$ cat config.mk
export PLATFORM = sky130hd
export DESIGN_NAME = brs_isqrt
export DESIGN_NICKNAME = d
export VERILOG_FILES = /design/src/hdl/brs_isqrt.sv
export SDC_FILE = /design/constraint.sdc
export NUM_CORES = 1
export LEC_CHECK = 0
export ABC_AREA = 1
export BUFFER_PORTS_ARGS = -buffer_cell sky130_fd_sc_hd__buf_2
export CORE_MARGIN = 5
export CORE_UTILIZATION = 50
export DETAILED_ROUTE_END_ITERATION = 12
export PLACE_DENSITY_LB_ADDON = 0.08
export SETUP_SLACK_MARGIN = 0.05
export SLEW_MARGIN = 20
export SYNTH_ARGS = -nofsm -noshare
export SYNTH_HDL_FRONTEND = slang
export SYNTH_SLANG_ARGS = --single-unit
$ cat constraint.sdc
create_clock -name clk -period 2.4 [get_ports clk]
set_input_delay 0.24 -clock clk [delete_from_list [all_inputs] [get_ports clk]]
set_output_delay 0.24 -clock clk [all_outputs]
set_load 0.05 [all_outputs]
$ cat src/hdl/brs_isqrt.sv
// pipelined restoring integer square root, one result bit per stage
module brs_isqrt #(
  parameter int IN_W = 32,
  parameter int SIDE_W = 8
) (
  input  logic                  clk,
  input  logic                  rst,
  input  logic                  en,
  input  logic [IN_W-1:0]       radicand,
  input  logic                  valid_in,
  input  logic [SIDE_W-1:0]     side_in,
  output logic [(IN_W+1)/2-1:0] root,
  output logic                  valid_out,
  output logic [SIDE_W-1:0]     side_out
);
  localparam int RW = (IN_W + 1) / 2;
  localparam int PW = 2 * RW;

  logic [PW-1:0]     rad  [0:RW];
  logic [RW+1:0]     rem  [0:RW];
  logic [RW-1:0]     res  [0:RW];
  logic              vld  [0:RW];
  logic [SIDE_W-1:0] side [0:RW];

  always_comb begin
    rad[0]  = PW'(radicand);
    rem[0]  = '0;
    res[0]  = '0;
    vld[0]  = valid_in;
    side[0] = side_in;
  end

  for (genvar k = 0; k < RW; k++) begin : g_stage
    logic [RW+1:0] rem_sh;
    logic [RW+1:0] trial;
    logic          fits;
    always_comb begin
      rem_sh = {rem[k][RW-1:0], rad[k][PW-1 -: 2]};
      trial  = {res[k], 2'b01};
      fits   = rem_sh >= trial;
    end
    always_ff @(posedge clk) begin
      if (rst) vld[k+1] <= 1'b0;
      else if (en) vld[k+1] <= vld[k];
      if (en) begin
        rad[k+1]  <= rad[k] << 2;
        rem[k+1]  <= fits ? rem_sh - trial : rem_sh;
        res[k+1]  <= {res[k][RW-2:0], fits};
        side[k+1] <= side[k];
      end
    end
  end

  assign root      = res[RW];
  assign valid_out = vld[RW];
  assign side_out  = side[RW];
endmodule

======== Word-level counts from Yosys, hierarchy flattened ========
Cells that the tools add are included.
operators by class
  add/sub/neg operators ................... 15
  $lt $le $gt $ge ......................... 16
  muxes and demuxes ....................... 15
operator list
  cell             count
  $mux 16          14
  $ge 18x10->1     1
  $ge 18x11->1     1
  $ge 18x12->1     1
  $ge 18x13->1     1
  $ge 18x14->1     1
  $ge 18x15->1     1
  $ge 18x16->1     1
  $ge 18x17->1     1
  $ge 18x3->1      1
  $ge 18x4->1      1
  $ge 18x5->1      1
  $ge 18x6->1      1
  $ge 18x7->1      1
  $ge 18x8->1      1
  $ge 18x9->1      1
  $sub 16x10->16   1
  $sub 16x11->16   1
  $sub 16x12->16   1
  $sub 16x13->16   1
  $sub 16x14->16   1
  $sub 16x15->16   1
  $sub 16x16->16   1
  $sub 16x3->16    1
  other kinds (9)  9
word-level totals
  register bits after elaboration ......... 747
  bits of input ports ..................... 44
  logic and storage cells ................. 125

======== Longest topological paths before layout ========
  depth after elaboration ................. 2
  gate-level depth with buffers ........... 14
  depth with buffers taken out ............ 14

======== Least setup slack after synthesis ========
Ideal clock, no wire load.
  path kind ............................... register to register
  start ................................... register rem (netlist bit g_stage[13].rem_sh[7])
  end ..................................... register rem (netlist bit g_stage[14].rem_sh[6]) (data pin)
  library setup time ...................... 252 ps
  arrival ................................. 1626 ps
  path slack .............................. 521 ps
  stages on the path, launching flop included .. 12
  buffers on the path ..................... 1
  clock period less this slack ............ 1879 ps
  cell sequence ........................... edfxtp_1 ha_1 nand2_2 nor2_1 and2_4 nand3_2 nand2_2 nor2_4 nand2_4 buf_6 nand2_1 nand2_1
on the way
  cells in the longest elaborated chain, start to end .. 2
ends and longest elaborated chain
  what                              RTL line  source
  start: declaration                20        logic [RW+1:0] rem [0:RW];
  start signal: indexed assignment  47        rem[k+1] <= fits ? rem_sh - trial : rem_sh;
  $ge 18x15->1                      40        fits = rem_sh >= trial;
  via g_stage[13].fits              36        logic fits;
  $mux 16                           47
The timed path passes the listed nets, and every way through them passes these cells.
A chain may end at the register's enable or synchronous reset.

======== Worst setup path in the final report ========
  start ................................... register res (netlist bit g_stage[5].trial[5])
  end ..................................... register rem (netlist bit g_stage[6].rem_sh[3]) (data pin)
on the way
  cells in the longest elaborated chain, start to end .. 2
ends and longest elaborated chain
  what                              RTL line  source
  start: declaration                21        logic [RW-1:0] res [0:RW];
  start signal: indexed assignment  48        res[k+1] <= {res[k][RW-2:0], fits};
  $ge 18x7->1                       40
  $mux 16                           47
No other way between the ends.

==> out/metrics.cfg <==
[placed_design]
dp_hpwl_um = 56600
port-buffer-count = 68
place_area_um2 = 37800
gp_congestion = 0.902
dp_cells = 4567
dp_worst_setup_slack_ps = -141

[pwr]
irDropWorstVdd_mv = 0.765
power_density_nw_per_um2 = 849
leakagePower_nw = 18.3

[logic_synthesis]
ys_seq_elements = 744
async_flop_share_pct = 0
synth_area_um2 = 35700
yosysSeqAreaShare_pct = 62.2
syn_inst = 3496
synth_flop_cell = edfxtp_1
post-synth-top-area-cell = edfxtp_1
synth_top_area_share_pct = 61.3
ys_warn_count = 0
synth.net_count = 3692
synth.area.top_cells = edfxtp_1, nand2_1, inv_1
ys_types = 52
synth-edff-count = 728
avgSynthCellArea_um2 = 10.2

[clock_tree]
clk_pin_slew_ps = 60
cts.htree.levels = 3
clock-sinks = 744
numCtsBuffers = 81
clock_latency_ps = 640
cts_tree = done
cts_buffer_depth = 3
cts_root_buf = clkbuf_16

[floorplanning]
core-area_um2 = 71100
dieArea_um2 = 76800
fp.dieH_um = 277
num_rows = 98
start_util_pct = 50.2
die_x_um = 277
io_pins = 69

[run_status]
status = complete, no violations

[critical_path]
crit_chain = inv_1 > ha_2 > nand2_1 > inv_1 > nand2_1 > nand3_1 > nand2_1 > nand2_1 > nor2_2 > buf_6 > o21ai_1
max_stage_delay_ps = 400
crit_family = simple AND/OR/NAND/NOR gates
cp_num_buf_inv = 3
slowest_stage = edfxtp_1
crit_fanout = 18
rrSetupSlack_ps = 190
cp_data_required_time_ps = 2770
cp_common_cell = nand2_1
cp.arrival_ps = 2570
cp-end-kind = flop
path_class = flop to flop
cp-start-kind = flop

[grt]
grt_pass1_vias = 23400
grt_first_pass_wirelength_um = 122000
antenna_found_initial = 0
grt_max_degree = 98
grt_use_total_pct = 19.5
overflow = 0

[timing]
fin_skew_ps = 60.8
tightest_slew_ps = 548
setup_ws_ps = 192
fmax_mhz = 453
min_period_ps = 2210
grt_setup_unrepaired = yes
setup_viol = 0
finalCritPeriodShare_pct = 92.0
finalHoldViolCount = 0
relSlewSlack_pct = 63.5
drv_slew = 0

[final_layout]
drive_gt1_share_pct = 10.9
fill_cells = 6043
final_cell_area_um2 = 41200
nets = 3948
syn2layout_area_growth_pct = 15.4
finalNonFillerCells = 4768
n_antenna_cell = 0

[route]
drcViolationCount = 0
firstDrtPassIters = 5
vias_per_cell = 4.98
wl_per_cell_um = 15.9
routed_wl_um = 75700
drt-initial-drc-count = 1625
num_vias = 23800
ant_nets = 0

[hold_path]
hold_class = primary input to flop

[flow_run]
cap_viol_max_count = 0

==> synthesized netlist by cell type (15+ instances only) <==
master    number
nor3_1        22
dfxtp_1       16
nor2_1       213
nand4_1       46
nor2_2        17
nand3b_1      22
edfxtp_1     728
o21ai_0       52
a21oi_2       19
o21ai_1       16
nand3_1      201
nand2_2       20
xnor2_1       25
buf_4         15
a21oi_1      110
ha_1         152
inv_1        588
xor2_1        52
nand2_1     1069
==> worst paths after layout <==
| check | from | endpoint | cells after the start |
|---|---|---|---|
| setup / recovery | g_stage[5].trial[5]$_DFFE_PP_ | g_stage[6].rem_sh[3]$_DFFE_PP_ | 11 |
| hold / removal | radicand[3] | rad[485]$_DFFE_PP_ | 2 |
| setup reg to reg | g_stage[5].trial[5]$_DFFE_PP_ | g_stage[6].rem_sh[3]$_DFFE_PP_ | 11 |
| hold reg to reg | rad[157]$_DFFE_PP_ | g_stage[13].rem_sh[1]$_DFFE_PP_ | 0 |
==> logic make-up (layout without fill, tap and decap cells) <==
kind of cell    after synthesis  count (layout)  synth area share, %
xor+xnor                     77              77                 1.89
fa+ha+maj                   152             152                 5.33
flops                       744             744                 62.2
simple gates               1658            1658                 19.8
compound gates              225             225                 3.65
buf+inv                     639             961                 7.18
other cells                   1               1               0.0105
==> sequential cells by signal (all words and copies together) (netlist names) <==
register and count:
rad 210, valid_out 1, root 16, side_out 8, side 120, g_stage.trial 120, g_stage.rem_sh 254, vld 15
==> through the flow <==
| step | util (%) | TNS, ps | total power [mW] | hold slack (ps) |
|---|---|---|---|---|
| global placement | 53.1 | -941 | 22.3 | 400 |
| global route | 57.9 | 0 | 36.9 | 275 |
| detailed placement | 53.1 | -1490 | 22.4 | 405 |
| floorplan | - | 0 | 20.4 | 339 |
| finish | 57.9 | 0 | 35.0 | 299 |
| CTS | 57.7 | 0 | 35.3 | 258 |
==> worst reg2reg max path, stage by stage (launching register included) <==
cell and delay (ps):
edfxtp_1 400, inv_1 80, ha_2 300, nand2_1 110, inv_1 80, nand2_1 70
nand3_1 160, nand2_1 130, nand2_1 80, nor2_2 220, buf_6 220, o21ai_1 80
==> power by group <==
| part | internal [mW] | switching, mW |
|---|---|---|
| sequential | 15.8 | 0.646 |
| clock | 7.42 | 5.26 |
| combinational | 2.13 | 3.78 |
| total | 25.3 | 9.68 |
==> cells in the final DEF, fill, tap and decap left out, drive strengths merged, types with 8 or more instances in the layout <==
cell type	netlist	routed
dfxtp	16	16
nand2	1098	1098
nor3	24	24
clkinv	1	35
buf	33	164
a21oi	130	130
inv	601	602
and2	9	9
xor2	52	52
nor2	235	235
clkbuf	4	97
ha	152	152
edfxtp	728	728
xnor2	25	25
nand3b	22	22
o21ai	75	75
nand3	210	210
o21bai	8	8
nand4	47	47
bufinv	0	10
dlygate4sd3	0	46
==> final cells by class <==
type	instances	area, µm²	area share [%]
Inverter	602	2270	5.52
Clock inverter	52	698	1.69
Timing Repair Buffer	210	1700	4.12
Sequential cell	744	22200	53.8
Tap cell	950	1190	2.89
Multi-Input combinational cell	2113	11100	26.9
Clock buffer	97	2090	5.07
==> timing repair <==
action,in CTS,in global routing
hold buffers,46,0
endpoints found under the setup margin,28,74
endpoints found under the hold margin,70,0
setup buffers,0,6
gates resized for setup,3,26
pin swaps,0,1
==> layer usage <==
metal  vias up  track usage (%)  part of all wire, %
met1     11200             28.0                   47
met2       470             31.7                   47
met5         -                0                    0
met4         0             4.85                  1.9
met3       106             2.88                  4.4
li1      12000                -                    -
Power figures use the tool's default switching activity.
