`src/hdl/brs_div.sv`:
```
// pipelined restoring unsigned divider, one quotient bit per stage
module brs_div #(
  parameter int NUM_W = 32,
  parameter int DEN_W = 16,
  parameter int SIDE_W = 8
) (
  input  logic              clk,
  input  logic              rst,
  input  logic              en,
  input  logic [NUM_W-1:0]  num,
  input  logic [DEN_W-1:0]  den,
  input  logic              valid_in,
  input  logic [SIDE_W-1:0] side_in,
  output logic [NUM_W-1:0]  quo,
  output logic              valid_out,
  output logic [SIDE_W-1:0] side_out
);
  logic [NUM_W-1:0]  n    [0:NUM_W];
  logic [DEN_W-1:0]  d    [0:NUM_W];
  logic [DEN_W:0]    rem  [0:NUM_W];
  logic              vld  [0:NUM_W];
  logic [SIDE_W-1:0] side [0:NUM_W];

  always_comb begin
    n[0]    = num;
    d[0]    = den;
    rem[0]  = '0;
    vld[0]  = valid_in;
    side[0] = side_in;
  end

  for (genvar k = 0; k < NUM_W; k++) begin : g_stage
    logic [DEN_W:0] sh;
    logic           fits;
    always_comb begin
      sh   = {rem[k][DEN_W-1:0], n[k][NUM_W-1]};
      fits = sh >= {1'b0, d[k]};
    end
    always_ff @(posedge clk) begin
      if (rst) vld[k+1] <= 1'b0;
      else if (en) vld[k+1] <= vld[k];
      if (en) begin
        n[k+1]    <= {n[k][NUM_W-2:0], fits};
        d[k+1]    <= d[k];
        rem[k+1]  <= fits ? sh - {1'b0, d[k]} : sh;
        side[k+1] <= side[k];
      end
    end
  end

  assign quo       = n[NUM_W];
  assign valid_out = vld[NUM_W];
  assign side_out  = side[NUM_W];
endmodule

```
`config.mk`:
```
export PLATFORM = sky130hd
export DESIGN_NAME = brs_div
export DESIGN_NICKNAME = d
export VERILOG_FILES = /design/src/hdl/brs_div.sv
export SDC_FILE = /design/constraint.sdc
export NUM_CORES = 2
export LEC_CHECK = 0
export BUFFER_PORTS_ARGS = -buffer_cell sky130_fd_sc_hd__buf_2
export CORE_ASPECT_RATIO = 1.1
export CORE_UTILIZATION = 65
export CTS_CLUSTER_DIAMETER = 100
export DETAILED_ROUTE_END_ITERATION = 8
export PLACE_DENSITY_LB_ADDON = 0.05
export SYNTH_ARGS = -nofsm -noshare
export SYNTH_HDL_FRONTEND = slang
export SYNTH_SLANG_ARGS = --single-unit
```
`constraint.sdc`:
```
create_clock -name clk -period 6.5 [get_ports clk]
set_input_delay 1.3 -clock clk [delete_from_list [all_inputs] [get_ports clk]]
set_output_delay 1.3 -clock clk [all_outputs]
set_load 0.02 [all_outputs]
```
; After elaboration in Yosys (flattened, before gate mapping)
; Cells that the tools add are included.
[classes]
addsub = 31
n_mul = 0
n_div = 0
magnitude_cmp = 32
eq_ne = 0
shifts = 0
mux = 31
n_bitwise = 0
n_reduce_logical = 0
[op_table]
columns = cell, count
row1 = greater-or-equal comparator 17 x 16 -> 1 bit, 31
row2 = 2-to-1 mux 16 bit, 30
row3 = subtractor 16 bit, 30
row4 = greater-or-equal comparator 1 x 16 -> 1 bit, 1
row5 = subtractor 1 x 16 -> 16 bit, 1
row6 = 2-to-1 mux 1 bit, 1
[word_totals]
reg_bits = 2304
latch_bits = 0
ram_bits = 0
mem_bits_ro = 0
in_bits = 60
output_inout_bits = 41
elab_cells = 253
memories = 0

; Longest topological paths before layout
[depth]
word_depth = 2
depth_mapped = 12
ltp_nobuf = 11

; Least setup slack after synthesis
; OpenSTA, ideal clock, no wires.
[synth_timing]
kind = in2reg
from = input port num[31]
to = register rem, in the netlist g_stage[1].sh[1], data pin
setup_ns = 0.268
arrival_ns = 2.909
t_required_ns = 6.232
slack_ns = 3.324
path_stages = 9
path_buffers = 2
path_cell_list = inv_1 > ha_1 > clkbuf_1 > inv_1 > ha_1 > a21oi_1 > nor4_1 > clkbuf_1 > mux2i_1
[synth_between]
elab_chain_len = 2
elab_cells_between_ends = 3
classes_between = add/sub (1) / order compare (1) / mux (1)
[synth_rtl]
columns = element, line
row1 = from (decl), 10  ; input logic [NUM_W-1:0] num,
row2 = greater-or-equal comparator 1 x 16 -> 1 bit, 37  ; fits = sh >= {1'b0, d[k]};
row3 = via g_stage[0].fits, 34  ; logic fits;
row4 = 2-to-1 mux 1 bit, 45  ; rem[k+1] <= fits ? sh - {1'b0, d[k]} : sh;
row5 = "to (signal, indexed assignment)", 45
row6 = to (decl), 20  ; logic [DEN_W:0] rem [0:NUM_W];
; The timed path passes the listed nets, and every way through them passes these cells.
; A chain may end at the register's enable or synchronous reset.

; Worst setup path in the final report
[layout_timing]
from = register d[434] (netlist bit)
to = register rem, in the netlist g_stage[6].sh[9], data pin
[layout_between]
elab_chain_len = 2
elab_cells_between_ends = 3
classes_between = add/sub (1) / order compare (1) / mux (1)
[layout_rtl]
columns = element, line
row1 = from (decl), 19  ; logic [DEN_W-1:0] d [0:NUM_W];
row2 = "from (signal, indexed assignment)", 44  ; d[k+1] <= d[k];
row3 = subtractor 16 bit / greater-or-equal comparator 17 x 16 -> 1 bit (equally long branches), "45, 37"
row4 = 2-to-1 mux 16 bit *, 45
; Every way passes the cells marked *; elsewhere a longest branch is shown, timed or not.

==> results.py <==
metrics = {
    "final_layout": {
        "regArea_um2": 68900,
        "area_growth_pct": 9.95,
        "multi_input_area_um2": 27400,
        "antennaDiodeCount": 0,
        "fillers": 9680,
        "drive_gt1_frac": 0.120,
        "fin_util": 0.719,
        "nets": 7431,
        "final_area_um2": 109000,
    },
    "sta": {
        "rsz0062_at_grt": "false",
        "slew_headroom": 0.166,
        "tns_ns": 0,
        "slew_viol_final": 0,
        "max_freq_mhz": 273,
        "finalHoldViolCount": 0,
        "fin_crit_sh": 0.564,
        "finalWorstSetupSlack_ns": 2.83,
        "skew_ns": 0.0238,
        "finalSetupViolCount": 0,
        "worst_pin_slew_ns": 1.24,
        "fin_crit_ns": 3.67,
    },
    "run": {
        "cap_violations": 0,
    },
    "place": {
        "dpl.hpwl_mm": 115,
        "dpl-instance-area_um2": 102000,
        "io_buffers": 100,
        "place_congestion": 0.887,
        "dp_slack_ns": 2.58,
    },
    "worst_setup_path": {
        "slowest_stage": "nor4_4",
        "cp-end-kind": "register",
        "reg2reg_depth": 10,
        "start_kind": "register",
        "worst-path-max-fanout": 17,
        "worst_r2r_endpoint": "g_stage[6].sh[9]",
        "critPathMaxStageDelay_ns": 0.94,
        "rrSetupSlack_ns": 2.83,
        "critical_path_buf_inv_count": 1,
        "critPathKind": "reg2reg",
        "crit_required_ns": 7.08,
        "cp.arrival_ns": 4.25,
        "r2r_start": "d[434]",
        "worstPathCellList": "inv_1 > ha_1 > o21ai_0 > a31oi_1 > nor3_1 > o21ai_0 > a31oi_1 > a21oi_1 > nor4_4 > mux2_2",
        "crit_family": "simple AND/OR/NAND/NOR gates",
    },
    "cts": {
        "cts_sinks": 2304,
        "clk_latency_ns": 0.85,
        "cts_setup_buffers": 0,
        "ctsResizeCount": 0,
        "clk_pin_slew_ns": 0.07,
        "cts_tree": "built",
        "root_buffer": "clkbuf_16",
        "cts_buffer_depth": 3,
        "cts_max_level": 4,
        "postCtsHoldBufs": 0,
        "cts_buffers": 215,
    },
    "synth": {
        "ys_ff_latch": 2304,
        "yosysWarnings": 0,
        "synth_top_area_cell": "edfxtp_1",
        "synth_area_um2": 99300,
        "synth-edff-count": 2272,
        "yosysMostFrequentCell": "edfxtp_1",
        "netlist_top_cells_area": "edfxtp_1 (69%), ha_1 (6.3%), mux2_2 (3.5%)",
        "syn_nets": 7193,
        "syn_area_per_cell_um2": 15.0,
        "synth-seq-area-share": 0.694,
        "synthFlopType": "edfxtp_1",
        "synth_cells": 6605,
        "synth_top_area_frac": 0.687,
        "ys_types": 89,
        "synth_common_cells": "edfxtp_1 (2272), inv_1 (646), ha_1 (498), nor2_1 (346), mux2_2 (311)",
        "async_flop_share": 0,
    },
    "pwr": {
        "p_per_area_nw_per_um2": 455,
        "ir_worst_vdd_mv": 0.343,
        "pwr-share-seq": 0.429,
        "power_frac_clock": 0.250,
        "p_comb_frac": 0.321,
        "p_int_mw": 34.4,
        "p_sw_frac": 0.307,
        "p_leak_nw": 41.8,
        "power_switching_mw": 15.3,
    },
    "route": {
        "ant_nets": 0,
        "drtPass1Iterations": 6,
        "wl_per_cell_um": 18.8,
        "drc": 0,
        "drt_iter0_markers": 3093,
        "drt-total-wl_mm": 169,
        "vias": 51800,
        "viasPerCell": 5.76,
    },
    "die": {
        "core_um2": 152000,
        "initial_core_util": 0.654,
        "die_h_um": 412,
        "dieWidth_um": 375,
        "rows": 150,
        "pin_count": 101,
        "die-area_um2": 154000,
    },
    "global_routing": {
        "antenna_found_initial": 0,
        "grt_use_total": 0.220,
        "grt_pass1_vias": 51600,
        "grt_overflow": 0,
        "grt_pass1_wl_mm": 268,
        "grt_max_degree": 202,
    },
    "min_path": {
        "worst_hold_path.num_cells": 0,
        "hold_end": "n[379]",
        "hold_start": "n[410]",
        "worstHoldPathType": "reg2reg",
    },
    "status": {
        "status": "complete, no violations",
    },
}
==> registers in the layout, indices dropped and copies added (netlist names) <==
register    count
vld            31
d             496
quo            32
side_out        8
g_stage.sh    527
valid_out       1
n             961
side          248
==> per-stage QoR <==
stage / hold WS, ns / cells / power (mW)
2_1_floorplan: 0.400 / 6605 / 33.5
3_3_place_gp: 0.400 / 8602 / 37.0
3_5_place_dp: 0.405 / 8602 / 37.4
4_1_cts: 0.407 / 9004 / 50.0
5_1_grt: 0.417 / 9004 / 52.5
6_report: 0.404 / 9004 / 49.6
==> how the worst max path moves through the flow <==
stage | start | endpoint | slack (ns) | cells past startpoint
6_report | d[434] | g_stage[6].sh[9] | 2.83 | 10
5_1_grt | d[434] | g_stage[6].sh[13] | 2.62 | 10
4_1_cts | d[434] | g_stage[6].sh[15] | 2.83 | 10
3_5_place_dp | den[13] | g_stage[1].sh[1] | 2.58 | 5
3_3_place_gp | den[13] | g_stage[1].sh[1] | 2.65 | 5
2_1_floorplan | num[31] | g_stage[1].sh[1] | 3.32 | 9
==> power by group through the flow <==
stage                     registers [mW]  clock network (mW)  logic, mW
after CTS                           21.3                12.7       15.9
after floorplan                     20.8                   0       12.7
after detailed placement            21.6                   0       15.8
final                               21.3                12.4       15.9
after global placement              21.6                   0       15.4
after global routing                21.5                13.3       17.7
==> layout make-up <==
type	count	share of cell area
timing repair buffer	138	0.00871
inverter	646	0.0222
tap	1976	0.0227
multi-input combinational	3538	0.251
clock inverter	158	0.0142
clock buffer	244	0.0505
sequential	2304	0.631
==> worst register-to-register path, cell delays in order, from the launching register on <==
cell	delay (ns)
edfxtp_1	0.36
inv_1	0.05
ha_1	0.36
o21ai_0	0.18
a31oi_1	0.09
nor3_1	0.19
o21ai_0	0.19
a31oi_1	0.44
a21oi_1	0.18
nor4_4	0.94
mux2_2	0.44
==> cells by family after synthesis <==
logic type | synth area share
flip-flops | 0.694
AND/OR/NAND/NOR | 0.0557
adder cells (fa/ha/maj) | 0.0688
AO/OA/AOI/OAI | 0.0762
multiplexers | 0.0449
buffers and inverters | 0.0310
XOR/XNOR | 0.0297
==> layer usage <==
layer | GRT usage | wire (um) | vias to the layer above
li1 | - | - | 25200
met1 | 0.276 | 70900 | 25100
met2 | 0.384 | 85500 | 1095
met3 | 0.0349 | 6810 | 358
met4 | 0.0893 | 6260 | 0
met5 | 0 | 0 | -
==> layout by cell type, fill, tap and decap left out, drive strengths merged, types with 138 or more instances in the layout <==
cell type  Yosys  layout
edfxtp      2272    2272
xnor2        235     235
clkbuf        45     244
nand2        239     239
buf           72     138
o21ai        222     222
inv          646     662
a21oi        303     303
ha           498     498
mux2         311     311
nor2         346     346
a21o         140     140
No activity file was read; power rests on OpenSTA's default activity.
